--- src/rtl/core/morse_code_codec_top_assert.svh ---
// ----------------------------------------------------------------------------
// morse code codec assertion macros
// concurrent checks on clk, disabled while arst_n is low
// ----------------------------------------------------------------------------
`ifndef MORSE_CODE_CODEC_TOP_ASSERT_SVH
`define MORSE_CODE_CODEC_TOP_ASSERT_SVH

// condition in the same cycle
`define MCC_ASSERT_NOW(lbl, ante, cons, msg) \
	lbl: assert property (@(posedge clk) disable iff (!arst_n) (ante) |-> (cons)) \
		else $error(msg);

// condition in the next cycle
`define MCC_ASSERT_NEXT(lbl, ante, cons, msg) \
	lbl: assert property (@(posedge clk) disable iff (!arst_n) (ante) |=> (cons)) \
		else $error(msg);

`endif

--- src/rtl/core/mcc_pkg.sv ---
// ----------------------------------------------------------------------------
// mcc_pkg
// shared widths, character codes, commands and job types of the morse codec
// ----------------------------------------------------------------------------
`default_nettype none

package mcc_pkg;

	localparam int MAX_CODE_LEN_DEF = 6;
	localparam int CMD_W            = 2;
	localparam int CHAR_W           = 8;
	localparam int CODE_W           = 6;
	localparam int LEN_W            = 3;
	localparam int SYM_COUNT        = 256;
	localparam int JOBQ_DEPTH       = 4;

	typedef enum logic [CMD_W-1:0] {
		CMD_LOAD   = 2'd0,
		CMD_DECODE = 2'd1,
		CMD_ENCODE = 2'd2,
		CMD_CLEAR  = 2'd3
	} cmd_t;

	// ascii codes
	localparam logic [CHAR_W-1:0] CH_NUL   = 8'h00;
	localparam logic [CHAR_W-1:0] CH_TAB   = 8'h09;
	localparam logic [CHAR_W-1:0] CH_NL    = 8'h0A;
	localparam logic [CHAR_W-1:0] CH_VT    = 8'h0B;
	localparam logic [CHAR_W-1:0] CH_FF    = 8'h0C;
	localparam logic [CHAR_W-1:0] CH_CR    = 8'h0D;
	localparam logic [CHAR_W-1:0] CH_SPACE = 8'h20;
	localparam logic [CHAR_W-1:0] CH_DASH  = 8'h2D;
	localparam logic [CHAR_W-1:0] CH_DOT   = 8'h2E;
	localparam logic [CHAR_W-1:0] CH_LC_A  = 8'h61;
	localparam logic [CHAR_W-1:0] CH_LC_Z  = 8'h7A;
	localparam logic [CHAR_W-1:0] CASE_OFS = 8'h20;

	// work handed from the front to the back
	typedef enum logic [2:0] {
		JOB_LOAD  = 3'd0,
		JOB_CLOSE = 3'd1,
		JOB_SPACE = 3'd2,
		JOB_ENC   = 3'd3,
		JOB_NL    = 3'd4,
		JOB_CLEAR = 3'd5
	} job_kind_t;

	typedef struct packed {
		job_kind_t kind;
		logic      lost;
		logic      nl;
	} job_ctl_t;

	function automatic logic [CHAR_W-1:0] to_upper(input logic [CHAR_W-1:0] c);
		if (c >= CH_LC_A && c <= CH_LC_Z) begin
			return c - CASE_OFS;
		end
		return c;
	endfunction

	function automatic logic is_sep(input logic [CHAR_W-1:0] c);
		return (c == CH_SPACE) || (c == CH_TAB) || (c == CH_CR) ||
			(c == CH_VT) || (c == CH_FF) || (c == CH_NL);
	endfunction

endpackage

`default_nettype wire

--- src/rtl/core/mcc_front.sv ---
// ----------------------------------------------------------------------------
// mcc_front
// accepts input words, keeps the trie presence map and the decode walk,
// and hands the work that produces results or touches the tables to the back
// ----------------------------------------------------------------------------
`default_nettype none

module mcc_front #(
	parameter int MAX_CODE_LEN = mcc_pkg::MAX_CODE_LEN_DEF
) (
	input  wire logic                        clk,
	input  wire logic                        arst_n,
	input  wire logic                        in_valid,
	output logic                             in_ready,
	input  wire logic [mcc_pkg::CMD_W-1:0]   cmd,
	input  wire logic [mcc_pkg::CHAR_W-1:0]  char_in,
	input  wire logic [mcc_pkg::CODE_W-1:0]  code_bits,
	input  wire logic [mcc_pkg::LEN_W-1:0]   code_len,
	input  wire logic                        q_full,
	output logic                             q_push,
	output mcc_pkg::job_ctl_t                job_ctl,
	output logic      [MAX_CODE_LEN:0]       job_idx,
	output logic      [mcc_pkg::CHAR_W-1:0]  job_sym
);

	import mcc_pkg::*;

	localparam int IDX_W      = MAX_CODE_LEN + 1;
	localparam int NODE_COUNT = (2 ** IDX_W) - 1;
	localparam int CODE_DEPTH = (MAX_CODE_LEN < CODE_W) ? MAX_CODE_LEN : CODE_W;

	logic [NODE_COUNT-1:0] present_q;
	logic [IDX_W-1:0]      walk_q;
	logic                  in_word_q;
	logic                  lost_q;

	logic                  accept;
	logic                  load_ok;
	logic [NODE_COUNT-1:0] path_mask;
	logic [IDX_W-1:0]      path_idx;
	logic                  sep;
	logic                  step;
	logic [IDX_W:0]        nx;
	logic [NODE_COUNT:0]   present_pad;
	logic                  nx_ok;

	assign in_ready    = !q_full;
	assign accept      = in_valid && in_ready;
	assign load_ok     = (code_len <= LEN_W'(CODE_DEPTH));
	assign sep         = is_sep(char_in);
	assign step        = (char_in == CH_DOT) || (char_in == CH_DASH);
	assign present_pad = {1'b0, present_q};

	// nodes on the load path
	always_comb begin
		path_idx  = '0;
		path_mask = '0;
		for (int d = 0; d < CODE_DEPTH; d++) begin
			if (d < int'(code_len)) begin
				path_idx = {path_idx[IDX_W-2:0], 1'b0} + IDX_W'(1) + IDX_W'(code_bits[d]);
				path_mask[path_idx] = 1'b1;
			end
		end
	end

	// next decode node and whether it exists
	always_comb begin
		nx    = {walk_q, 1'b0} +
			((char_in == CH_DASH) ? (IDX_W+1)'(2) : (IDX_W+1)'(1));
		nx_ok = (nx < (IDX_W+1)'(NODE_COUNT)) && present_pad[nx[IDX_W-1:0]];
	end

	// job issue
	always_comb begin
		q_push  = 1'b0;
		job_ctl = '{kind: JOB_LOAD, lost: 1'b0, nl: 1'b0};
		job_idx = path_idx;
		job_sym = to_upper(char_in);
		case (cmd_t'(cmd))
			CMD_LOAD: begin
				q_push = accept && load_ok;
			end
			CMD_DECODE: begin
				job_idx     = walk_q;
				job_ctl.nl  = (char_in == CH_NL);
				job_ctl.lost = lost_q;
				if (sep && in_word_q) begin
					q_push       = accept;
					job_ctl.kind = JOB_CLOSE;
				end else if (sep && (char_in == CH_NL)) begin
					q_push       = accept;
					job_ctl.kind = JOB_SPACE;
				end
			end
			CMD_ENCODE: begin
				q_push       = accept;
				job_ctl.kind = ((char_in == CH_SPACE) || (char_in == CH_NL)) ?
					JOB_NL : JOB_ENC;
			end
			CMD_CLEAR: begin
				q_push       = accept;
				job_ctl.kind = JOB_CLEAR;
			end
			default: begin
				q_push = 1'b0;
			end
		endcase
	end

	// presence map and decode walk
	always_ff @(posedge clk or negedge arst_n) begin
		if (!arst_n) begin
			present_q <= NODE_COUNT'(1);
			walk_q    <= '0;
			in_word_q <= 1'b0;
			lost_q    <= 1'b0;
		end else if (accept) begin
			case (cmd_t'(cmd))
				CMD_LOAD: begin
					if (load_ok) begin
						present_q <= present_q | path_mask;
					end
				end
				CMD_DECODE: begin
					if (sep) begin
						walk_q    <= '0;
						in_word_q <= 1'b0;
						lost_q    <= 1'b0;
					end else begin
						in_word_q <= 1'b1;
						if (step && !lost_q) begin
							if (nx_ok) begin
								walk_q <= nx[IDX_W-1:0];
							end else begin
								lost_q <= 1'b1;
							end
						end
					end
				end
				CMD_CLEAR: begin
					present_q <= NODE_COUNT'(1);
					walk_q    <= '0;
					in_word_q <= 1'b0;
					lost_q    <= 1'b0;
				end
				default: begin
					walk_q <= walk_q;
				end
			endcase
		end
	end

endmodule

`default_nettype wire

--- config.mk ---
export PLATFORM = sky130hd
export DESIGN_NAME = mcc_front
export DESIGN_NICKNAME = d
export VERILOG_FILES = /design/src/rtl/core/morse_code_codec_top_assert.svh /design/src/rtl/core/mcc_pkg.sv /design/src/rtl/core/mcc_front.sv
export SDC_FILE = /design/constraint.sdc
export NUM_CORES = 1
export LEC_CHECK = 0
export BUFFER_PORTS_ARGS = -buffer_cell sky130_fd_sc_hd__buf_2
export CORE_UTILIZATION = 30
export DETAILED_ROUTE_END_ITERATION = 8
export PLACE_DENSITY = 0.51
export SYNTH_ARGS = -nofsm -noshare
export SYNTH_HDL_FRONTEND = slang
export SYNTH_SLANG_ARGS = --single-unit
--- constraint.sdc ---
create_clock -name clk -period 5.56 [get_ports clk]
set_input_delay 0.278 -clock clk [delete_from_list [all_inputs] [get_ports clk]]
set_output_delay 0.278 -clock clk [all_outputs]
set_load 0.05 [all_outputs]
==> key figures <==
Floorplan
  • Die area: between 30,000 and 40,000 sq um
  • Core area: ~33,000 sq um
  • Die W: around 180 um
  • Initial core utilization: 0.307
  • Die height: between 150 and 200 um
  • Number of I/O pins: between 40 and 50
  • Rows: 66

Power
  • Max VDD drop: about 0.00024 V
  • PD cells: about 310 nW/um^2
  • Total power draw: 3.51 mW
  • LEAKAGE: about 4.2 nW

Synthesis
  • Syn_area_per_cell: ~8 sq um
  • Mapped Nets: ~1,300
  • Synth unique cells: roughly 80
  • Synth Cell Area: around 10,000 sq um
  • Commonest cells post-synth: nand2_1 (204), dfrtp_1 (135), nand3_1 (97), o21ai_0 (97), a21oi_1 (78)
  • Leading area contributor after synthesis: dfrtp_1
  • Number of synthesized flops with an enable pin: 0
  • Most common cell in the netlist: nand2_1
  • Syn Inst Count: about 1,300
  • Main synth FF type: dfrtp_1
  • Fraction of registers with async set/reset: 1.00
  • Synth area leaders: dfrtp_1 (34%), nand2_1 (7.6%), nand3_1 (4.8%)
  • Flops & latches, synth: about 140
  • Count of yosys warnings during synthesis: 0
  • Top-area cell type share of the netlist area: 0.337
  • Sequential share of the synthesized area: 0.339

STA
  • Final setup fails: 0
  • Slew @ Worst Pin: ~1.4 ns
  • Worst Clk Skew: around 0.011 ns
  • Fin. Hold Viols: 0
  • Max-slew headroom: 0.0735
  • Setup tns final: 0 ns
  • Final max-slew violation count: 0
  • RSZ-0062 raised after global routing: false
  • F_max: roughly 200 MHz
  • Final min period: 4.93 ns
  • Final worst-path cycle share: 0.887

Final layout
  • Area taken by multi-input logic gates: 6190 sq um
  • Fill cells: 3,491
  • Reg area: between 3000 and 4000 sq um
  • Share of layout cells above drive strength 1: 0.129
  • Final nets: between 1,000 and 1,500
  • Final Util: 0.351
  • Non-filler instance count after layout: around 1,700
  • Ant diodes: 0
  • Area delta synth->final: 14.5%
  • Post-Layout Inst Area: ~11,000 sq um

Drt
  • Wire per inst: 25.1 um
  • Residual DRC count: 0
  • Iter 0 DRT Violations: ~1,500
  • Vias: approximately 11,000
  • Antenna viol nets, final: 0
  • Via density: between 6 and 7
  • Routed Wire Length: 43.5 mm
  • Drt first pass iters: 6

GRT
  • First-pass GRT wire length: ~66 mm
  • GRT Total Usage: 0.260
  • Initial antenna violation count: 0
  • Pin count of the biggest net entering global routing: 91
  • GRT overflow: 0
  • Vias in the first global route: just over 10,000

Placed design
  • Post-DP Area: between 10,000 and 15,000 sq um
  • GP Congestion: roughly 0.97
  • # port buffers: 44
  • Detail Placement HPWL: around 30 mm
  • Placed cells: about 1,700

Outcome
  • Status: completed

Clock network
  • Number of buffers created by CTS: 17
  • Clk_lat worst skew: ~0.45 ns
  • Bufs on Longest Clock Path: 2
  • Post-CTS sizing: 0
  • Sink Count: 136
  • Clk pin slew, worst setup/hold paths: 0.06 ns
  • H-tree depth: 4
  • TritonCTS clock tree: done
  • # Post-CTS Setup Buffers: 0
  • CTS Hold Bufs: 1
  • Clk root buf: clkbuf_16

Run
  • Max-cap violations: 0

Critical path
  • Crit path DAT: around 4.7 ns
  • Setup CP Type: in -> out
  • CP Capture Type: output port
  • Worst-path maximum fanout: 21
  • Worst EP required: between 5 and 6 ns
  • Critical path launch point type: input port

Min path
  • Worst hold path type: in -> reg
worst max-delay path, cell delays in order:
cell and delay [ns]:
buf_2 0.29, or3_1 0.19, nor2b_1 0.35, inv_1 0.11, ha_1 0.37, nor4bb_1 0.18
a211oi_2 0.61, nor3_4 0.11, xnor3_1 0.37, o221ai_2 0.46, nand3_1 0.33, xnor2_1 0.42
a211oi_1 0.16, a21oi_1 0.13, buf_2 0.28
logic make-up (layout without fill, tap and decap cells):
kind of cell / count (synthesis) / count (layout) / share of synthesized area
simple gates: 489 / 489 / 0.227
xor+xnor: 37 / 37 / 0.0351
compound gates: 448 / 448 / 0.309
buf+inv: 116 / 153 / 0.0495
fa+ha+maj: 14 / 14 / 0.0175
mux: 14 / 14 / 0.0218
flops: 136 / 136 / 0.339
report_power, final:
part / switching (mW) / total (mW) / internal, mW
registers: 0.0361 / 1.05 / 1.02
logic: 0.856 / 1.19 / 0.336
clock network: 0.504 / 1.26 / 0.758
total: 1.40 / 3.51 / 2.11
registers in the layout, indices dropped and copies added (netlist names):
| register | cells |
|---|---|
| in_word_q | 1 |
| walk_q | 7 |
| lost_q | 1 |
| present_q | 127 |
routing by layer:
| layer | vias to the layer above | GRT usage | wire [um] |
|---|---|---|---|
| li1 | 4819 | - | - |
| met1 | 5336 | 0.368 | 19400 |
| met2 | 586 | 0.389 | 19000 |
| met3 | 81 | 0.0495 | 3570 |
| met4 | 0 | 0.0975 | 1550 |
| met5 | - | 0 | 0 |
layout by cell type (no fill, tap or decap), types with 14 or more instances in the layout:
cell         n
inv_1       21
a32oi_1     45
dfrtp_1    135
o21ai_1     31
a21oi_1     78
a31oi_1     16
nand3_1     96
clkbuf_16   17
ha_1        14
a221o_1     14
nand2_1    203
nor2_1      72
buf_4       52
o21ai_0     97
xnor2_1     25
a221oi_1    41
nor3_1      31
buf_2       43
worst paths after layout:
path / to / slack, ns / cells after the start / startpoint
hold / removal: in_word_q / 0.25 / 4 / q_full
min in group asynchronous: present_q[93] / 0.52 / 2 / arst_n
max in group asynchronous: present_q[14] / 3.80 / 3 / arst_n
hold reg to reg: present_q[81] / 0.48 / 2 / present_q[81]
setup reg to reg: walk_q[1] / 1.55 / 11 / walk_q[0]
setup / recovery: job_idx[6] / 0.63 / 15 / code_len[1]
layout make-up:
type | count | area share
clock buffer | 19 | 0.0377
clock inverter | 13 | 0.0169
inverter | 24 | 0.00784
multi-input combinational | 1002 | 0.539
sequential | 136 | 0.296
tap | 442 | 0.0481
timing repair buffer | 97 | 0.0546
through the flow:
stage / hold WS, ns / worst slack, ns
global route: 0.287 / 0.224
detailed placement: 0.453 / 0.691
floorplan: -0.0176 / 0.517
CTS: 0.244 / 0.686
global placement: 0.456 / 0.798
finish: 0.250 / 0.628
(Power assumes the default switching activity.)
