File: src/rtl/core/morse_code_codec_top_assert.svh
// ----------------------------------------------------------------------------
// morse code codec assertion macros
// concurrent checks on clk, disabled while arst_n is low
// ----------------------------------------------------------------------------
`ifndef MORSE_CODE_CODEC_TOP_ASSERT_SVH
`define MORSE_CODE_CODEC_TOP_ASSERT_SVH

// condition in the same cycle
`define MCC_ASSERT_NOW(lbl, ante, cons, msg) \
	lbl: assert property (@(posedge clk) disable iff (!arst_n) (ante) |-> (cons)) \
		else $error(msg);

// condition in the next cycle
`define MCC_ASSERT_NEXT(lbl, ante, cons, msg) \
	lbl: assert property (@(posedge clk) disable iff (!arst_n) (ante) |=> (cons)) \
		else $error(msg);

`endif

File: src/rtl/core/mcc_queue.sv
// ----------------------------------------------------------------------------
// mcc_queue
// short first-in first-out job queue between the front and the back
// ----------------------------------------------------------------------------
`default_nettype none

module mcc_queue #(
	parameter int WIDTH = 8,
	parameter int DEPTH = 4
) (
	input  wire logic             clk,
	input  wire logic             arst_n,
	input  wire logic             push,
	input  wire logic [WIDTH-1:0] push_data,
	input  wire logic             pop,
	output logic      [WIDTH-1:0] pop_data,
	output logic                  not_empty,
	output logic                  full
);

	localparam int PW = (DEPTH > 1) ? $clog2(DEPTH) : 1;
	localparam int CW = $clog2(DEPTH + 1);

	logic [WIDTH-1:0] entry_q [DEPTH];
	logic [PW-1:0]    wptr_q;
	logic [PW-1:0]    rptr_q;
	logic [CW-1:0]    count_q;

	assign not_empty = (count_q != '0);
	assign full      = (count_q == CW'(DEPTH));
	assign pop_data  = entry_q[rptr_q];

	// pointers and fill level
	always_ff @(posedge clk or negedge arst_n) begin
		if (!arst_n) begin
			wptr_q  <= '0;
			rptr_q  <= '0;
			count_q <= '0;
		end else begin
			if (push) begin
				wptr_q <= (wptr_q == PW'(DEPTH - 1)) ? '0 : wptr_q + PW'(1);
			end
			if (pop) begin
				rptr_q <= (rptr_q == PW'(DEPTH - 1)) ? '0 : rptr_q + PW'(1);
			end
			if (push && !pop) begin
				count_q <= count_q + CW'(1);
			end else if (pop && !push) begin
				count_q <= count_q - CW'(1);
			end
		end
	end

	// storage
	always_ff @(posedge clk) begin
		if (push) begin
			entry_q[wptr_q] <= push_data;
		end
	end

endmodule

`default_nettype wire

File: config.mk
export PLATFORM = sky130hd
export DESIGN_NAME = mcc_queue
export DESIGN_NICKNAME = d
export VERILOG_FILES = /design/src/rtl/core/morse_code_codec_top_assert.svh /design/src/rtl/core/mcc_queue.sv
export SDC_FILE = /design/constraint.sdc
export NUM_CORES = 1
export LEC_CHECK = 0
export BUFFER_PORTS_ARGS = -buffer_cell sky130_fd_sc_hd__buf_2
export CAP_MARGIN = 5
export CORE_MARGIN = 4
export CORE_UTILIZATION = 55
export DETAILED_ROUTE_END_ITERATION = 16
export PLACE_DENSITY = 0.82
export SETUP_SLACK_MARGIN = 0.5
export SLEW_MARGIN = 20
export SYNTH_ARGS = -nofsm -noshare
export SYNTH_HDL_FRONTEND = slang
export SYNTH_SLANG_ARGS = --single-unit
File: constraint.sdc
create_clock -name clk -period 2.85 [get_ports clk]
set_input_delay 0.1425 -clock clk [delete_from_list [all_inputs] [get_ports clk]]
set_output_delay 0.1425 -clock clk [all_outputs]
set_load 0.1 [all_outputs]
==> results of run 1 <==
[sequential cells by signal, summed over array words and instances (netlist names)]
signal,cells
count_q,3
entry_q,32
wptr_q,2
rptr_q,2
[final cells by class]
| cell class | instances | area share [%] |
|---|---|---|
| Multi-Input combinational cell | 34 | 21.6 |
| Sequential cell | 39 | 60.3 |
| Clock buffer | 8 | 4.85 |
| Timing Repair Buffer | 30 | 10.4 |
| Inverter | 4 | 0.797 |
| Tap cell | 31 | 2.06 |
[metal layers]
layer,GRT usage [%],wire length [µm]
met2,25.8,1320
met3,6.92,131
met4,9.09,60
met5,0,0
met1,18.2,979
[placed cells by master, fill, tap and decap left out, types with 4 or more instances in the layout]
cell type and count:
edfxtp_1 32, ha_1 6, clkbuf_4 5, buf_2 21, and2_1 4, dlygate4sd3_1 9, dfrtp_1 7, inv_1 4
mux4_2 8
[critical path: stages, from the launching register on]
cell and delay, ps:
dfrtp_1 730, mux4_2 590, buf_2 310
[cell families after synthesis]
logic type,Yosys count,synth area share (%)
AND/OR/NAND/NOR,11,3.75
AO/OA/AOI/OAI,3,1.20
flip-flops,39,72.4
multiplexers,10,12.9
buffers and inverters,6,1.99
adder cells (fa/ha/maj),7,6.06
XOR/XNOR,3,1.67
[stage by stage]
stage | utilization [%] | instance area, µm² | setup slack [ps] | std cells
6_report | 68.9 | 1880 | 734 | 146
5_1_grt | 68.9 | 1880 | 586 | 146
4_1_cts | 68.5 | 1870 | 670 | 145
3_5_place_dp | 62.2 | 1700 | 1080 | 129
3_3_place_gp | 62.2 | 1700 | 1100 | 129
2_1_floorplan | - | 1570 | 1070 | 79
[worst paths after layout]
check | slack, ps | endpoint | depth (start not counted)
max in group asynchronous | 2540 | wptr_q[0] | 2
setup reg to reg | 1420 | entry_q[0][4] | 3
min in group asynchronous | 150 | count_q[2] | 2
hold reg to reg | 510 | count_q[2] | 1
hold / removal | 60 | rptr_q[1] | 2
setup / recovery | 730 | pop_data[5] | 2
==> qor.csv, run 1 <==
metric;value;unit
hold_start;pop;
cap_violations;0;
postCtsSetupRepairBufs;0;
endpoint_kind;output pin;
dp_hpwl;1.61;mm
cts_resized;0;
cts_max_path_buffers;2;
clk-insertion-delay-late;340;ps
postRouteAntennaNets;0;
die-height;61.4;µm
maxSlewHeadroom;60.8;%
fin_skew;2.70;ps
grt_first_pass_wirelength;3.88;mm
io_pins;22;
cp.required;2710;ps
path_class;register to output pin;
tightest_slew;588;ps
synth_area_leader_cell;edfxtp_1;
ys.flop_type;edfxtp_1;
grt_util_all_layers;16.1;%
cts_sinks;39;
cts_made_buffers;5;
crit_fanout;11;
antenna_found_initial;0;
synthArstFlopShare;17.9;%
drc;0;
yosysSeqAreaShare;72.4;%
drt_iter0_drc;30;
cts_tree;done;
netlist.area_leader.share;61.2;%
hold_ws;58.2;ps
hold_viol_final;0;
min_period;2120;ps
worstReg2RegStart;wptr_q[0];
fp.dieArea;3770;µm²
setup-violations-final;0;
syn-num-nets;98;
start_util;57.4;%
start_kind;register;
worstPathArrival;1970;ps
multi_input_area;407;µm²
ys_warn_count;0;
place_congestion;0.693;
cts_hold_buf;8;
synth_common_cells;edfxtp_1 (32), mux4_2 (8), dfrtp_1 (7), ha_1 (6);
fillCellCount;181;
dr_total_vias;781;
routedWlPerCell;17.1;µm
die_w;61.4;µm
yosysUniqueCellTypes;19;
num_rows;19;
synth.most_common_cell;edfxtp_1;
first_global_vias;802;
overflow;0;
status;complete, no violations;
finalCritPeriodShare;74.2;%
hp-class;primary input to register;
routed_wl;2.49;mm
slew_violations;0;
detail_route.first_pass.iterations;4;
core_area;2730;µm²
h-tree-depth;2;
cp-startpoint;rptr_q[0];
areaGrowthSynthToFinish;20.0;%
grt_max_degree;13;
fin_setup_tns;0;ps
ys_seq_elements;39;
rsz0062_at_grt;no;
nets;133;
synth_edf_count;32;
regArea;1140;µm²
clk_pin_slew;110;ps
synth_area;1570;µm²
fmax;0.473;GHz
synth_cells;79;
viasPerCell;5.35;
io_buffers;21;
synth_area_leaders;edfxtp_1 (61%), mux4_2 (11%), dfrtp_1 (11%), ha_1 (4.8%), and2_1 (1.6%);
syn_area_per_cell;19.9;µm²
root_buffer;clkbuf_4;
drive_above_1_share;34.8;%
antenna_cells;0;
Power of run 1 is left out: the tool's default activity adds up to more than one toggle a clock period on the data nets, which glitch-free logic cannot reach.
==> inputs of run 2 (changes only) <==
Clock period 2.85 ns to 2.09 ns, I/O delays scaled along.
==> qor.csv, run 2 (synthesis gave the netlist of run 1 again) <==
metric;value;unit;change
drt_iter0_drc;18;;was 30
grt_util_all_layers;16.5;%;was 16.1%
fmax;0.580;GHz;
final_cells;149;;was 146
cts_made_buffers;5;;unchanged
worstReg2RegStart;count_q[0];;was wptr_q[0]
hold_ws;19.6;ps;was 58.2 ps
grt_first_pass_wirelength;4.13;mm;was 3.88 mm
fin_skew;10.9;ps;was 2.70 ps
routed_wl;2.52;mm;was 2.49 mm
rsz0062_at_grt;yes;;was no
cts_max_path_buffers;2;;unchanged
final_area;1970;µm²;was 1880 µm²
dp_hpwl;1.71;mm;was 1.61 mm
crit_fanout;5;;was 11
drc;0;;unchanged
min_period;1720;ps;
routedWlPerCell;16.9;µm;was 17.1 µm
dp_cells;131;;was 129
largest_register;entry_q;;unchanged
dpl-instance-area;1720;µm²;was 1700 µm²
cp_slowest_cell;mux4_2;;was dfrtp_1
worstPathCellList;buf_6 > mux4_2 > buf_12;;was mux4_2 > buf_2
start_util;57.4;%;unchanged
cts_sinks;39;;unchanged
slew_violations;0;;unchanged
antenna_cells;0;;unchanged
finalCritPeriodShare;82.5;%;
drive_above_1_share;37.3;%;was 34.8%
hold_start;push;;was pop
endpoint_kind;output pin;;unchanged
status;complete, no violations;;unchanged
detail_route.first_pass.iterations;3;;was 4
dr_total_vias;791;;was 781
first_global_vias;861;;was 802
worstPathArrival;1620;ps;was 1970 ps
clk-insertion-delay-late;350;ps;was 340 ps
tightest_slew;440;ps;was 588 ps
antenna_found_initial;0;;unchanged
maxSlewHeadroom;70.7;%;was 60.8%
cap_violations;0;;unchanged
fp.dieArea;3770;µm²;unchanged
cts_tree;done;;unchanged
cp.required;1990;ps;was 2710 ps
path_class;register to output pin;;unchanged
num_rows;19;;unchanged
io_pins;22;;unchanged
largest_register_ffs;32;;unchanged
clk_pin_slew;120;ps;was 110 ps
place_congestion;0.668;;was 0.693
viasPerCell;5.31;;was 5.35
hold_viol_final;0;;unchanged
root_buffer;clkbuf_4;;unchanged
reg_top3;entry_q x32, count_q x3;;unchanged
cp-startpoint;rptr_q[0];;unchanged
hp-class;primary input to register;;unchanged
grt_max_degree;13;;unchanged
setup-violations-final;0;;unchanged
final_common_cell;edfxtp_1;;unchanged
h-tree-depth;2;;unchanged
nets;136;;was 133
die_w;61.4;µm;unchanged
postRouteAntennaNets;0;;unchanged
io_buffers;21;;unchanged
areaGrowthSynthToFinish;25.8;%;was 20.0%
layout_common_cells;edfxtp_1 (32), buf_2 (11), dlygate4sd3_1 (9), mux4_2 (8), buf_6 (8);;was edfxtp_1 (32), buf_2 (21), dlygate4sd3_1 (9), mux4_2 (8), dfrtp_1 (7)
die-height;61.4;µm;unchanged
start_kind;register;;unchanged
overflow;0;;unchanged
fin_setup_tns;0;ps;unchanged
slowest_delay;540;ps;was 730 ps
core_area;2730;µm²;unchanged
-- run 2: cell count changes in the layout (fill, tap and decap cells not counted), moves of 2 or more --
cell,previous run,this run
buf_2,21,11
buf_4,0,2
clkbuf_16,2,0
buf_6,0,8
-- run 2: routing by layer --
| layer | global-route usage [%] | vias to the layer above | routed length, µm |
|---|---|---|---|
| li1 | - | 382 | - |
| met1 | 17.9 | 387 | 973 |
| met2 | 28.1 | 15 | 1360 |
| met3 | 6.92 | 7 | 134 |
| met4 | 7.27 | 0 | 51 |
| met5 | 0 | - | 0 |
-- run 2: per-stage QoR --
stage	worst slack, ps	utilization (%)
global placement	675	63.0
finish	365	72.2
CTS	351	72.0
global route	301	72.2
floorplan	702	-
detailed placement	638	63.0
-- run 2: final timing paths --
| check | endpoint | slack, ps | depth (start not counted) |
|---|---|---|---|
| setup / recovery | pop_data[6] | 370 | 3 |
| hold / removal | wptr_q[0] | 20 | 2 |
| setup reg to reg | count_q[2] | 670 | 4 |
| hold reg to reg | count_q[2] | 500 | 1 |
| max in group asynchronous | count_q[1] | 1830 | 2 |
| min in group asynchronous | count_q[0] | 90 | 2 |
-- run 2: critical path, delay by kind of cell, from the launching register on --
family,cells,cell delay [ps]
flip-flops,1,400
multiplexers,1,540
buffers and inverters,2,330
-- run 2: area by class of cell --
cell class	instances	area, µm²
timing repair buffer	33	293
inverter	4	15.0
fill	168	761
sequential	39	1140
multi-input combinational	34	413
clock buffer	5	37.5
clock inverter	3	38.8
tap	31	38.8
-- run 2: timing repair --
action                     CTS  global route
gates resized for setup     22             2
hold endpoints to repair    39             0
pin swaps                    0             0
buffers inserted             1             0
gates cloned                 0             0
setup endpoints to repair    9            10
hold buffers                 9             0
Power of run 2 is left out for the same reason.
==> inputs of run 3 (changes only) <==
Settings changed: CORE_UTILIZATION 55 to 50, PLACE_DENSITY 0.82 to 0.79.
Clock period 2.09 ns to 1.5 ns, I/O delays scaled along.
==> qor.csv, run 3 (synthesis gave the netlist of run 1 again) <==
metric;value;unit;change
num_rows;20;;was 19
routedWlPerCell;17.2;µm;was 16.9 µm
slew_violations;0;;unchanged
worstReg2RegStart;count_q[1];;was count_q[0]
grt_max_degree;14;;was 13
core_area;3030;µm²;was 2730 µm²
grt_first_pass_wirelength;4.80;mm;was 4.13 mm
h-tree-depth;2;;unchanged
layout_common_cells;edfxtp_1 (32), buf_6 (12), buf_2 (11), dlygate4sd3_1 (10);;was edfxtp_1 (32), buf_2 (11), dlygate4sd3_1 (9), mux4_2 (8), buf_6 (8)
setup_ws;-207;ps;was 365 ps
dr_total_vias;865;;was 791
hold_viol_final;0;;unchanged
status;finished with violations;;was complete, no violations
routed_wl;3.00;mm;was 2.52 mm
dp_hpwl;1.73;mm;was 1.71 mm
largest_register_ffs;32;;unchanged
drc;0;;unchanged
die_w;64.0;µm;was 61.4 µm
worstPathArrival;1630;ps;was 1620 ps
clk_pin_slew;120;ps;about the same
fp.dieArea;4100;µm²;was 3770 µm²
drive_above_1_share;57.3;%;was 37.3%
cts_made_buffers;5;;unchanged
place_congestion;0.699;;was 0.668
endpoint_kind;output pin;;unchanged
tightest_slew;203;ps;was 440 ps
r2r_slack;130;ps;was 670 ps
rr_endpoint;count_q[2];;unchanged
antenna_cells;0;;unchanged
dp_cells;144;;was 131
maxSlewHeadroom;86.5;%;was 70.7%
crit_path_end;pop_data[2];;was pop_data[6]
io_buffers;21;;unchanged
final_area;2260;µm²;was 1970 µm²
crit_fanout;8;;was 5
grt_util_all_layers;16.1;%;was 16.5%
rsz0062_at_grt;yes;;unchanged
reg_top3;entry_q x32, count_q x3;;unchanged
first_global_vias;969;;was 861
root_buffer;clkbuf_4;;unchanged
path_class;register to output pin;;unchanged
r2r.worst_path.cells;5;;was 4
cts_sinks;39;;unchanged
antenna_found_initial;0;;unchanged
fmax;0.586;GHz;
nets;149;;was 136
start_util;51.8;%;was 57.4%
cts_max_path_buffers;2;;unchanged
cp.required;1420;ps;was 1990 ps
min_period;1710;ps;
final_common_cell;edfxtp_1;;unchanged
fin_skew;6.20;ps;was 10.9 ps
cap_violations;0;;unchanged
die-height;64.0;µm;was 61.4 µm
setup-violations-final;8;;was 0
cp-startpoint;rptr_q[0];;unchanged
overflow;0;;unchanged
detail_route.first_pass.iterations;4;;was 3
postRouteAntennaNets;0;;unchanged
largest_register;entry_q;;unchanged
start_kind;register;;unchanged
place_ws;82.4;ps;was 638 ps
cts_tree;done;;unchanged
areaGrowthSynthToFinish;43.9;%;was 25.8%
viasPerCell;4.94;;was 5.31
hp-class;primary input to register;;unchanged
io_pins;22;;unchanged
dpl-instance-area;1790;µm²;was 1720 µm²
drt_iter0_drc;29;;was 18
final_cells;175;;was 149
violations;setup timing;;
clk-insertion-delay-late;350;ps;about the same
finalCritPeriodShare;114;%;
-- run 3: timing repair --
action / CTS / global route
hold buffers: 10 / 0
gates cloned: 0 / 0
endpoints found under the setup margin: 48 / 48
hold endpoints to repair: 40 / 0
pin swaps: 5 / 2
setup buffers: 7 / 6
gates resized for setup: 40 / 11
-- run 3: area by class of cell --
cell class | instances | area [µm²]
Multi-Input combinational cell | 34 | 499
Fill cell | 178 | 769
Clock inverter | 3 | 67.6
Inverter | 4 | 17.5
Tap cell | 44 | 55.1
Timing Repair Buffer | 46 | 440
Clock buffer | 5 | 37.5
Sequential cell | 39 | 1140
-- run 3: metrics by stage --
stage | hold WS (ps) | utilization, % | TNS, ps
2_1_floorplan | -221 | - | 0
3_3_place_gp | -85.5 | 59.1 | 0
3_5_place_dp | -83.2 | 59.1 | 0
4_1_cts | 3.08 | 72.1 | -1750
5_1_grt | 6.75 | 74.6 | -2150
6_report | 12.6 | 74.6 | -1620
-- run 3: how the worst min path moves through the flow --
stage | cells after the start | endpoint | slack (ps) | startpoint
2_1_floorplan | 0 | count_q[0] | -220 | arst_n
3_3_place_gp | 1 | count_q[1] | -90 | arst_n
3_5_place_dp | 1 | rptr_q[0] | -80 | arst_n
4_1_cts | 2 | wptr_q[1] | 3 | push
5_1_grt | 2 | wptr_q[0] | 7 | push
6_report | 2 | wptr_q[0] | 10 | push
-- run 3: metal layers --
layer  share of wire (%)  global-route usage [%]
met4                 1.5                    7.28
met5                   0                       0
met3                 2.5                    3.69
met1                  41                    18.6
met2                  55                    28.3
-- run 3: critical path: stages (launching register included) --
cell,delay (ps)
dfrtp_1,420
buf_12,160
mux4_2,520
buf_8,190
Power of run 3 is left out for the same reason.
