File: src/rtl/core/morse_code_codec_top_assert.svh
// ----------------------------------------------------------------------------
// morse code codec assertion macros
// concurrent checks on clk, disabled while arst_n is low
// ----------------------------------------------------------------------------
`ifndef MORSE_CODE_CODEC_TOP_ASSERT_SVH
`define MORSE_CODE_CODEC_TOP_ASSERT_SVH

// condition in the same cycle
`define MCC_ASSERT_NOW(lbl, ante, cons, msg) \
	lbl: assert property (@(posedge clk) disable iff (!arst_n) (ante) |-> (cons)) \
		else $error(msg);

// condition in the next cycle
`define MCC_ASSERT_NEXT(lbl, ante, cons, msg) \
	lbl: assert property (@(posedge clk) disable iff (!arst_n) (ante) |=> (cons)) \
		else $error(msg);

`endif

File: src/rtl/core/mcc_pkg.sv
// ----------------------------------------------------------------------------
// mcc_pkg
// shared widths, character codes, commands and job types of the morse codec
// ----------------------------------------------------------------------------
`default_nettype none

package mcc_pkg;

	localparam int MAX_CODE_LEN_DEF = 6;
	localparam int CMD_W            = 2;
	localparam int CHAR_W           = 8;
	localparam int CODE_W           = 6;
	localparam int LEN_W            = 3;
	localparam int SYM_COUNT        = 256;
	localparam int JOBQ_DEPTH       = 4;

	typedef enum logic [CMD_W-1:0] {
		CMD_LOAD   = 2'd0,
		CMD_DECODE = 2'd1,
		CMD_ENCODE = 2'd2,
		CMD_CLEAR  = 2'd3
	} cmd_t;

	// ascii codes
	localparam logic [CHAR_W-1:0] CH_NUL   = 8'h00;
	localparam logic [CHAR_W-1:0] CH_TAB   = 8'h09;
	localparam logic [CHAR_W-1:0] CH_NL    = 8'h0A;
	localparam logic [CHAR_W-1:0] CH_VT    = 8'h0B;
	localparam logic [CHAR_W-1:0] CH_FF    = 8'h0C;
	localparam logic [CHAR_W-1:0] CH_CR    = 8'h0D;
	localparam logic [CHAR_W-1:0] CH_SPACE = 8'h20;
	localparam logic [CHAR_W-1:0] CH_DASH  = 8'h2D;
	localparam logic [CHAR_W-1:0] CH_DOT   = 8'h2E;
	localparam logic [CHAR_W-1:0] CH_LC_A  = 8'h61;
	localparam logic [CHAR_W-1:0] CH_LC_Z  = 8'h7A;
	localparam logic [CHAR_W-1:0] CASE_OFS = 8'h20;

	// work handed from the front to the back
	typedef enum logic [2:0] {
		JOB_LOAD  = 3'd0,
		JOB_CLOSE = 3'd1,
		JOB_SPACE = 3'd2,
		JOB_ENC   = 3'd3,
		JOB_NL    = 3'd4,
		JOB_CLEAR = 3'd5
	} job_kind_t;

	typedef struct packed {
		job_kind_t kind;
		logic      lost;
		logic      nl;
	} job_ctl_t;

	function automatic logic [CHAR_W-1:0] to_upper(input logic [CHAR_W-1:0] c);
		if (c >= CH_LC_A && c <= CH_LC_Z) begin
			return c - CASE_OFS;
		end
		return c;
	endfunction

	function automatic logic is_sep(input logic [CHAR_W-1:0] c);
		return (c == CH_SPACE) || (c == CH_TAB) || (c == CH_CR) ||
			(c == CH_VT) || (c == CH_FF) || (c == CH_NL);
	endfunction

endpackage

`default_nettype wire

File: src/rtl/core/mcc_ram.sv
// ----------------------------------------------------------------------------
// mcc_ram
// generic single write port ram with one registered read port
// ----------------------------------------------------------------------------
`default_nettype none

module mcc_ram #(
	parameter int WIDTH = 8,
	parameter int DEPTH = 128,
	localparam int AW   = (DEPTH > 1) ? $clog2(DEPTH) : 1
) (
	input  wire logic             clk,
	input  wire logic             we,
	input  wire logic [AW-1:0]    waddr,
	input  wire logic [WIDTH-1:0] wdata,
	input  wire logic             re,
	input  wire logic [AW-1:0]    raddr,
	output logic      [WIDTH-1:0] rdata
);

	logic [WIDTH-1:0] mem_q [DEPTH];

	// write port
	always_ff @(posedge clk) begin
		if (we) begin
			mem_q[waddr] <= wdata;
		end
	end

	// registered read port
	always_ff @(posedge clk) begin
		if (re) begin
			rdata <= mem_q[raddr];
		end
	end

endmodule

`default_nettype wire

File: src/rtl/core/mcc_back.sv
// ----------------------------------------------------------------------------
// mcc_back
// carries out queued jobs: symbol and code tables, reverse table refresh by
// a preorder sweep, and result generation into the output register
// ----------------------------------------------------------------------------
`default_nettype none

module mcc_back #(
	parameter int MAX_CODE_LEN = mcc_pkg::MAX_CODE_LEN_DEF
) (
	input  wire logic                       clk,
	input  wire logic                       arst_n,
	input  wire logic                       q_valid,
	input  wire mcc_pkg::job_ctl_t          q_ctl,
	input  wire logic [MAX_CODE_LEN:0]      q_idx,
	input  wire logic [mcc_pkg::CHAR_W-1:0] q_sym,
	output logic                            q_pop,
	output logic                            out_valid,
	input  wire logic                       out_ready,
	output logic      [mcc_pkg::CHAR_W-1:0] out_char,
	output logic                            unknown,
	output logic                            last
);

	import mcc_pkg::*;

	localparam int IDX_W      = MAX_CODE_LEN + 1;
	localparam int NODE_COUNT = (2 ** IDX_W) - 1;
	localparam int CODE_DEPTH = (MAX_CODE_LEN < CODE_W) ? MAX_CODE_LEN : CODE_W;
	localparam int CWORD_W    = LEN_W + CODE_W;

	typedef enum logic [5:0] {
		ST_RUN   = 6'b000001,
		ST_LD_WR = 6'b000010,
		ST_SWEEP = 6'b000100,
		ST_FIN   = 6'b001000,
		ST_WR_A  = 6'b010000,
		ST_WR_B  = 6'b100000
	} state_t;

	state_t                state_q;
	logic [NODE_COUNT-1:0] written_q;
	logic [SYM_COUNT-1:0]  code_vld_q;

	// load context
	logic [IDX_W-1:0]   ld_idx_q;
	logic [CHAR_W-1:0]  ld_sym_q;
	logic               ld_wr_q;
	logic [CHAR_W-1:0]  tgt_a_q;
	logic [CHAR_W-1:0]  tgt_b_q;
	logic               en_a_q;
	logic               en_b_q;
	logic               found_a_q;
	logic               found_b_q;
	logic [CWORD_W-1:0] code_a_q;
	logic [CWORD_W-1:0] code_b_q;

	// sweep position and probe in flight
	logic [LEN_W-1:0]   sw_len_q;
	logic [CODE_W-1:0]  sw_bits_q;
	logic               probe_vld_s2;
	logic [LEN_W-1:0]   probe_len_s2;
	logic [CODE_W-1:0]  probe_bits_s2;
	logic               probe_wr_s2;

	// result stage
	logic               job_vld_s2;
	job_kind_t          job_kind_s2;
	logic               job_lost_s2;
	logic               job_nl_s2;
	logic               job_hit_s2;
	logic [LEN_W-1:0]   job_cnt_s2;

	logic               out_vld_q;
	logic [CHAR_W-1:0]  out_char_q;
	logic               out_unk_q;
	logic               out_last_q;

	// ram ports
	logic               node_we;
	logic [IDX_W-1:0]   node_waddr;
	logic [CHAR_W-1:0]  node_wdata;
	logic               node_re;
	logic [IDX_W-1:0]   node_raddr;
	logic [CHAR_W-1:0]  node_rdata;
	logic               code_we;
	logic [CHAR_W-1:0]  code_waddr;
	logic [CWORD_W-1:0] code_wdata;
	logic               code_re;
	logic [CWORD_W-1:0] code_rdata;

	logic               res_job;
	logic               s2_done;
	logic               issue;
	logic               sys_go;
	logic [IDX_W-1:0]   sw_idx;
	logic [LEN_W-1:0]   nxt_len;
	logic [CODE_W-1:0]  nxt_bits;
	logic               sw_more;
	logic [CHAR_W-1:0]  old_sym;
	logic               ld_en_a;
	logic               ld_en_b;
	logic [CHAR_W-1:0]  probe_sym;
	logic [CHAR_W-1:0]  res_char;
	logic               res_unk;
	logic               res_last;
	logic               out_ld;

	mcc_ram #(
		.WIDTH (CHAR_W),
		.DEPTH (NODE_COUNT)
	) u_node_ram (
		.clk   (clk),
		.we    (node_we),
		.waddr (node_waddr),
		.wdata (node_wdata),
		.re    (node_re),
		.raddr (node_raddr),
		.rdata (node_rdata)
	);

	mcc_ram #(
		.WIDTH (CWORD_W),
		.DEPTH (SYM_COUNT)
	) u_code_ram (
		.clk   (clk),
		.we    (code_we),
		.waddr (code_waddr),
		.wdata (code_wdata),
		.re    (code_re),
		.raddr (q_sym),
		.rdata (code_rdata)
	);

	// heap index of the sweep path
	always_comb begin
		sw_idx = '0;
		for (int d = 0; d < CODE_DEPTH; d++) begin
			if (d < int'(sw_len_q)) begin
				sw_idx = {sw_idx[IDX_W-2:0], 1'b0} + IDX_W'(1) + IDX_W'(sw_bits_q[d]);
			end
		end
	end

	// preorder successor: descend on a dot, else turn the deepest dot into a dash
	always_comb begin
		int kk;
		kk       = 0;
		sw_more  = 1'b0;
		nxt_len  = sw_len_q;
		nxt_bits = sw_bits_q;
		if (sw_len_q < LEN_W'(CODE_DEPTH)) begin
			sw_more = 1'b1;
			nxt_len = sw_len_q + LEN_W'(1);
		end else begin
			for (int k = 0; k < CODE_DEPTH; k++) begin
				if (!sw_bits_q[k]) begin
					sw_more = 1'b1;
					kk      = k;
				end
			end
			nxt_len = LEN_W'(kk + 1);
			for (int k = 0; k < CODE_W; k++) begin
				nxt_bits[k] = (k < kk) ? sw_bits_q[k] : (k == kk);
			end
		end
	end

	// job dispatch
	always_comb begin
		res_job = (q_ctl.kind == JOB_CLOSE) || (q_ctl.kind == JOB_SPACE) ||
			(q_ctl.kind == JOB_ENC) || (q_ctl.kind == JOB_NL);
		issue   = (state_q == ST_RUN) && q_valid && res_job && (!job_vld_s2 || s2_done);
		sys_go  = (state_q == ST_RUN) && q_valid && !res_job && !job_vld_s2;
		q_pop   = issue || sys_go;

		node_re    = (issue && (q_ctl.kind == JOB_CLOSE)) ||
			(sys_go && (q_ctl.kind == JOB_LOAD)) || (state_q == ST_SWEEP);
		node_raddr = (state_q == ST_SWEEP) ? sw_idx : q_idx;
		node_we    = (state_q == ST_LD_WR);
		node_waddr = ld_idx_q;
		node_wdata = ld_sym_q;

		code_re    = issue && (q_ctl.kind == JOB_ENC);
		code_we    = ((state_q == ST_WR_A) && en_a_q) || ((state_q == ST_WR_B) && en_b_q);
		code_waddr = (state_q == ST_WR_A) ? tgt_a_q : tgt_b_q;
		code_wdata = (state_q == ST_WR_A) ? code_a_q : code_b_q;
	end

	// symbols displaced and placed by a load
	always_comb begin
		old_sym   = ld_wr_q ? node_rdata : CH_NUL;
		ld_en_a   = (old_sym != CH_NUL) && (old_sym != ld_sym_q);
		ld_en_b   = (ld_sym_q != CH_NUL);
		probe_sym = probe_wr_s2 ? node_rdata : CH_NUL;
	end

	// result of the current stage word
	always_comb begin
		logic [LEN_W-1:0]  last_cnt;
		logic [LEN_W-1:0]  enc_len;
		logic [CODE_W-1:0] enc_bits;
		enc_len  = code_rdata[CWORD_W-1:CODE_W];
		enc_bits = code_rdata[CODE_W-1:0];
		last_cnt = '0;
		res_char = CH_SPACE;
		res_unk  = 1'b0;
		case (job_kind_s2)
			JOB_CLOSE: begin
				last_cnt = job_nl_s2 ? LEN_W'(1) : LEN_W'(0);
				if (job_cnt_s2 == '0) begin
					res_unk  = job_lost_s2;
					res_char = (job_lost_s2 || !job_hit_s2) ? CH_NUL : node_rdata;
				end
			end
			JOB_SPACE: begin
				res_char = CH_SPACE;
			end
			JOB_NL: begin
				res_char = CH_NL;
			end
			JOB_ENC: begin
				if (job_hit_s2) begin
					last_cnt = enc_len;
					if (job_cnt_s2 < enc_len) begin
						res_char = enc_bits[job_cnt_s2] ? CH_DASH : CH_DOT;
					end
				end else begin
					res_unk = 1'b1;
				end
			end
			default: begin
				res_char = CH_NUL;
			end
		endcase
		res_last = (job_cnt_s2 == last_cnt);
		out_ld   = job_vld_s2 && (!out_vld_q || out_ready);
		s2_done  = out_ld && res_last;
	end

	assign out_valid = out_vld_q;
	assign out_char  = out_char_q;
	assign unknown   = out_unk_q;
	assign last      = out_last_q;

	// sequencer, table valid bits and sweep match flags
	always_ff @(posedge clk or negedge arst_n) begin
		if (!arst_n) begin
			state_q      <= ST_RUN;
			written_q    <= '0;
			code_vld_q   <= '0;
			probe_vld_s2 <= 1'b0;
			found_a_q    <= 1'b0;
			found_b_q    <= 1'b0;
			en_a_q       <= 1'b0;
			en_b_q       <= 1'b0;
		end else begin
			probe_vld_s2 <= (state_q == ST_SWEEP);
			if (probe_vld_s2) begin
				if (en_a_q && !found_a_q && (probe_sym == tgt_a_q)) begin
					found_a_q <= 1'b1;
				end
				if (en_b_q && !found_b_q && (probe_sym == tgt_b_q)) begin
					found_b_q <= 1'b1;
				end
			end
			case (state_q)
				ST_RUN: begin
					if (sys_go && (q_ctl.kind == JOB_CLEAR)) begin
						written_q  <= '0;
						code_vld_q <= '0;
					end else if (sys_go && (q_ctl.kind == JOB_LOAD)) begin
						state_q <= ST_LD_WR;
					end
				end
				ST_LD_WR: begin
					written_q[ld_idx_q] <= 1'b1;
					en_a_q    <= ld_en_a;
					en_b_q    <= ld_en_b;
					found_a_q <= 1'b0;
					found_b_q <= 1'b0;
					state_q   <= (ld_en_a || ld_en_b) ? ST_SWEEP : ST_RUN;
				end
				ST_SWEEP: begin
					if (!sw_more) begin
						state_q <= ST_FIN;
					end
				end
				ST_FIN: begin
					state_q <= ST_WR_A;
				end
				ST_WR_A: begin
					if (en_a_q) begin
						code_vld_q[tgt_a_q] <= found_a_q;
					end
					state_q <= ST_WR_B;
				end
				ST_WR_B: begin
					if (en_b_q) begin
						code_vld_q[tgt_b_q] <= found_b_q;
					end
					state_q <= ST_RUN;
				end
				default: begin
					state_q <= ST_RUN;
				end
			endcase
		end
	end

	// load context, sweep path and matched codes
	always_ff @(posedge clk) begin
		if (sys_go) begin
			ld_idx_q <= q_idx;
			ld_sym_q <= q_sym;
			ld_wr_q  <= written_q[q_idx];
		end
		if (state_q == ST_LD_WR) begin
			tgt_a_q   <= old_sym;
			tgt_b_q   <= ld_sym_q;
			sw_len_q  <= '0;
			sw_bits_q <= '0;
		end
		if (state_q == ST_SWEEP) begin
			probe_len_s2  <= sw_len_q;
			probe_bits_s2 <= sw_bits_q;
			probe_wr_s2   <= written_q[sw_idx];
			sw_len_q      <= nxt_len;
			sw_bits_q     <= nxt_bits;
		end
		if (probe_vld_s2 && en_a_q && !found_a_q && (probe_sym == tgt_a_q)) begin
			code_a_q <= {probe_len_s2, probe_bits_s2};
		end
		if (probe_vld_s2 && en_b_q && !found_b_q && (probe_sym == tgt_b_q)) begin
			code_b_q <= {probe_len_s2, probe_bits_s2};
		end
	end

	// result stage and output register control
	always_ff @(posedge clk or negedge arst_n) begin
		if (!arst_n) begin
			job_vld_s2 <= 1'b0;
			out_vld_q  <= 1'b0;
		end else begin
			if (issue) begin
				job_vld_s2 <= 1'b1;
			end else if (s2_done) begin
				job_vld_s2 <= 1'b0;
			end
			if (out_ld) begin
				out_vld_q <= 1'b1;
			end else if (out_ready) begin
				out_vld_q <= 1'b0;
			end
		end
	end

	// result stage and output register payload
	always_ff @(posedge clk) begin
		if (issue) begin
			job_kind_s2 <= q_ctl.kind;
			job_lost_s2 <= q_ctl.lost;
			job_nl_s2   <= q_ctl.nl;
			job_cnt_s2  <= '0;
			job_hit_s2  <= (q_ctl.kind == JOB_CLOSE) ? written_q[q_idx] : code_vld_q[q_sym];
		end else if (out_ld) begin
			job_cnt_s2 <= job_cnt_s2 + LEN_W'(1);
		end
		if (out_ld) begin
			out_char_q <= res_char;
			out_unk_q  <= res_unk;
			out_last_q <= res_last;
		end
	end

endmodule

`default_nettype wire

File: config.mk
export PLATFORM = sky130hd
export DESIGN_NAME = mcc_back
export DESIGN_NICKNAME = d
export VERILOG_FILES = /design/src/rtl/core/morse_code_codec_top_assert.svh /design/src/rtl/core/mcc_pkg.sv /design/src/rtl/core/mcc_ram.sv /design/src/rtl/core/mcc_back.sv
export SDC_FILE = /design/constraint.sdc
export NUM_CORES = 2
export LEC_CHECK = 0
export BUFFER_PORTS_ARGS = -buffer_cell sky130_fd_sc_hd__buf_2
export CAP_MARGIN = 20
export CORE_UTILIZATION = 45
export DETAILED_ROUTE_END_ITERATION = 16
export PLACE_DENSITY = 0.59
export SYNTH_ARGS = -nofsm -noshare
export SYNTH_HDL_FRONTEND = slang
export SYNTH_HIERARCHICAL = 1
export SYNTH_SLANG_ARGS = --single-unit
File: constraint.sdc
create_clock -name clk -period 14.2 [get_ports clk]
set_input_delay 2.84 -clock clk [delete_from_list [all_inputs] [get_ports clk]]
set_output_delay 2.84 -clock clk [all_outputs]
set_load 0.01 [all_outputs]
==> results.cfg <==
[placement]
pre_cts_ws_ps = 5980
dp_hpwl_mm = 260
gp_congestion = 0.854
dpl.cell_count = 13604
portBuffers = 35

[detailed_routing]
via_per_inst = 6.39
wirelength_mm = 438
drt_first_pass_iters = 8
wl_per_cell_um = 30.5
drt_iter0_drc = 11824
drc = 0
vias = 91663
final_antenna_net_count = 0

[finish]
final_nets = 9334
fin_cells = 14351
synthToLayoutAreaGrowth_pct = 11.3
final_common_cell = edfxtp_1
drive_gt1_frac = 0.190
final_cell_mix = edfxtp_1 (3422), mux4_2 (829), nor2_1 (631)

[synthesis]
async_reset_ff_frac = 0.104
syn_area_per_cell_um2 = 17.0
syn-cell-area_um2 = 160000
synthCells = 9372
ys_warn_count = 6
synth_cell_types = 94
synth_edf_count = 3422
ys_ff_latch = 3821
synth_ff_type = edfxtp_1
synth_fp_nets = 9411
yosysSeqAreaShare = 0.706

[cts]
cts-root-buf = clkbuf_16
cts_tree = done
clockBufferDepth = 4
clock_latency_ps = 1010
post_cts_buffers = 0
cts.htree.levels = 5
clk_pin_slew_ps = 60
cts_hold_buf = 0
cts_made_buffers = 397
cts_resized = 0
clock-sinks = 3821

[sta]
hold_viol_final = 0
tightest_slew_ps = 1200
min_period_ps = 7640
post-route-period-util = 0.538
timing.final.ws_setup_ps = 6560
clock.fmax_mhz = 131
setup_violations = 0
drv_slew = 0
rsz0062_at_grt = false
setup-tns-final_ps = 0
relSlewSlack = 0.196
skew_ps = 135

[pwr]
peakVddDrop_mv = 0.123
power_leakage_uw = 0.0564
pwr_density_cell_nw_per_um2 = 138
power_uw = 24500

[flow_run]
max_cap_violations = 0

[worst_setup_path]
criticalPathCategory = input port to output port
critical-path-top-delay-family = buffers and inverters
slowest_stage = inv_1
rrSetupSlack_ps = 7230
cp_common_cell = buf_2
worstPathCellList = buf_2 -> nor2_1 -> xnor2_1 -> or3_1 -> inv_1 -> or2_2 -> buf_2
path_buf_inv = 3
end_kind = output port
max_stage_delay_ps = 790
cp-start-kind = input port
arrival_ps = 4800
crit_required_ps = 11360
crit_path_max_fanout = 17

[grt]
overflow = 0
grt_pass1_wl_mm = 637
grt_max_degree = 263
antenna_found_initial = 11
grt_pass1_vias = 90192
grt_usage = 0.241

[min_path]
hold_path_class = flop to flop

[floorplan]
ios = 36
num_rows = 218
die_y_um = 598
initial_core_util = 0.453
dieArea_um2 = 357000
core_area_um2 = 353000
die_w_um = 598

[status]
status = complete, no violations
## flip-flops by register name, indices dropped and copies added (netlist names), 9 cells and up
register,cells
code_a_q,9
code_b_q,9
code_vld_q,256
u_code_ram/mem_q,2304
u_code_ram/rdata,9
u_node_ram/mem_q,1016
written_q,127
## cell families (layout without fill, tap and decap cells)
| kind of cell | Yosys count | after routing | synth area share |
|---|---|---|---|
| AO/OA/AOI/OAI | 1941 | 1941 | 0.0782 |
| other | 0 | 2 | 0 |
| XOR/XNOR | 36 | 36 | 0.00202 |
| adder cells (fa/ha/maj) | 15 | 15 | 0.00118 |
| buffers and inverters | 788 | 1035 | 0.0240 |
| AND/OR/NAND/NOR | 1562 | 1562 | 0.0462 |
| flip-flops | 3821 | 3821 | 0.706 |
| multiplexers | 1209 | 1209 | 0.143 |
## routing by layer
layer	GRT usage	share of wire
met1	0.344	0.41
met2	0.376	0.46
met3	0.0439	0.089
met4	0.0821	0.036
met5	0	0.00010
## worst paths after layout
| check | start | end | depth (start not counted) |
|---|---|---|---|
| min in group asynchronous | arst_n | written_q[96] | 1 |
| hold / removal | probe_bits_s2[3] | code_a_q[3] | 0 |
| hold reg to reg | probe_bits_s2[3] | code_a_q[3] | 0 |
| setup reg to reg | sw_len_q[1] | u_node_ram/rdata[5] | 19 |
| setup / recovery | q_ctl[3] | q_pop | 7 |
| max in group asynchronous | arst_n | code_vld_q[54] | 3 |
## metrics by stage
step	utilization	area (um2)	hold WS, ps
after floorplan	-	160000	421
after global placement	0.465	164000	430
after detailed placement	0.466	164000	438
after CTS	0.503	177000	452
after global routing	0.504	178000	460
final	0.504	178000	455
## final cells by class
cell class	instances	area (um2)
inverters	33	129
repair buffers	279	2460
fillers	28650	175000
diodes	2	5.00
flip-flops and latches	3821	113000
well taps	4730	5920
multi-input cells	4763	43600
clock buffers	487	10400
clock inverters	236	2510
## where the power goes
part           switching (uW)  internal (uW)  leakage, uW
clock network            4430           5930      0.00629
registers                 190          12400       0.0360
logic                     935            612       0.0141
## synth_stat cells, drive strengths merged (9+ instances only)
library cell / count / area (um2)
xor2: 10 / 95.1
o31a: 9 / 78.8
o211ai: 14 / 115
o21ai: 604 / 3030
nand4: 35 / 219
mux2i: 289 / 2890
buf: 256 / 1820
edfxtp: 3422 / 103000
mux4: 841 / 19000
xnor2: 26 / 228
nor2b: 81 / 507
o22ai: 353 / 2210
nor2: 639 / 2400
o221ai: 36 / 322
nor3: 54 / 270
nand2: 169 / 634
nand3: 366 / 1830
nand2b: 32 / 200
inv: 31 / 116
a31oi: 14 / 103
mux2: 79 / 890
and3: 9 / 56.3
ha: 15 / 188
a211oi: 62 / 465
a221oi: 16 / 140
clkbuf: 499 / 1870
a21oi: 265 / 1330
a22o: 269 / 2360
a22oi: 221 / 1660
dfrtp: 395 / 9880
nand3b: 21 / 158
nor4: 67 / 438
a311oi: 11 / 96.3
or2: 14 / 87.6
nor3b: 18 / 140
and2: 21 / 131
No activity file was read; power rests on OpenSTA's default activity.
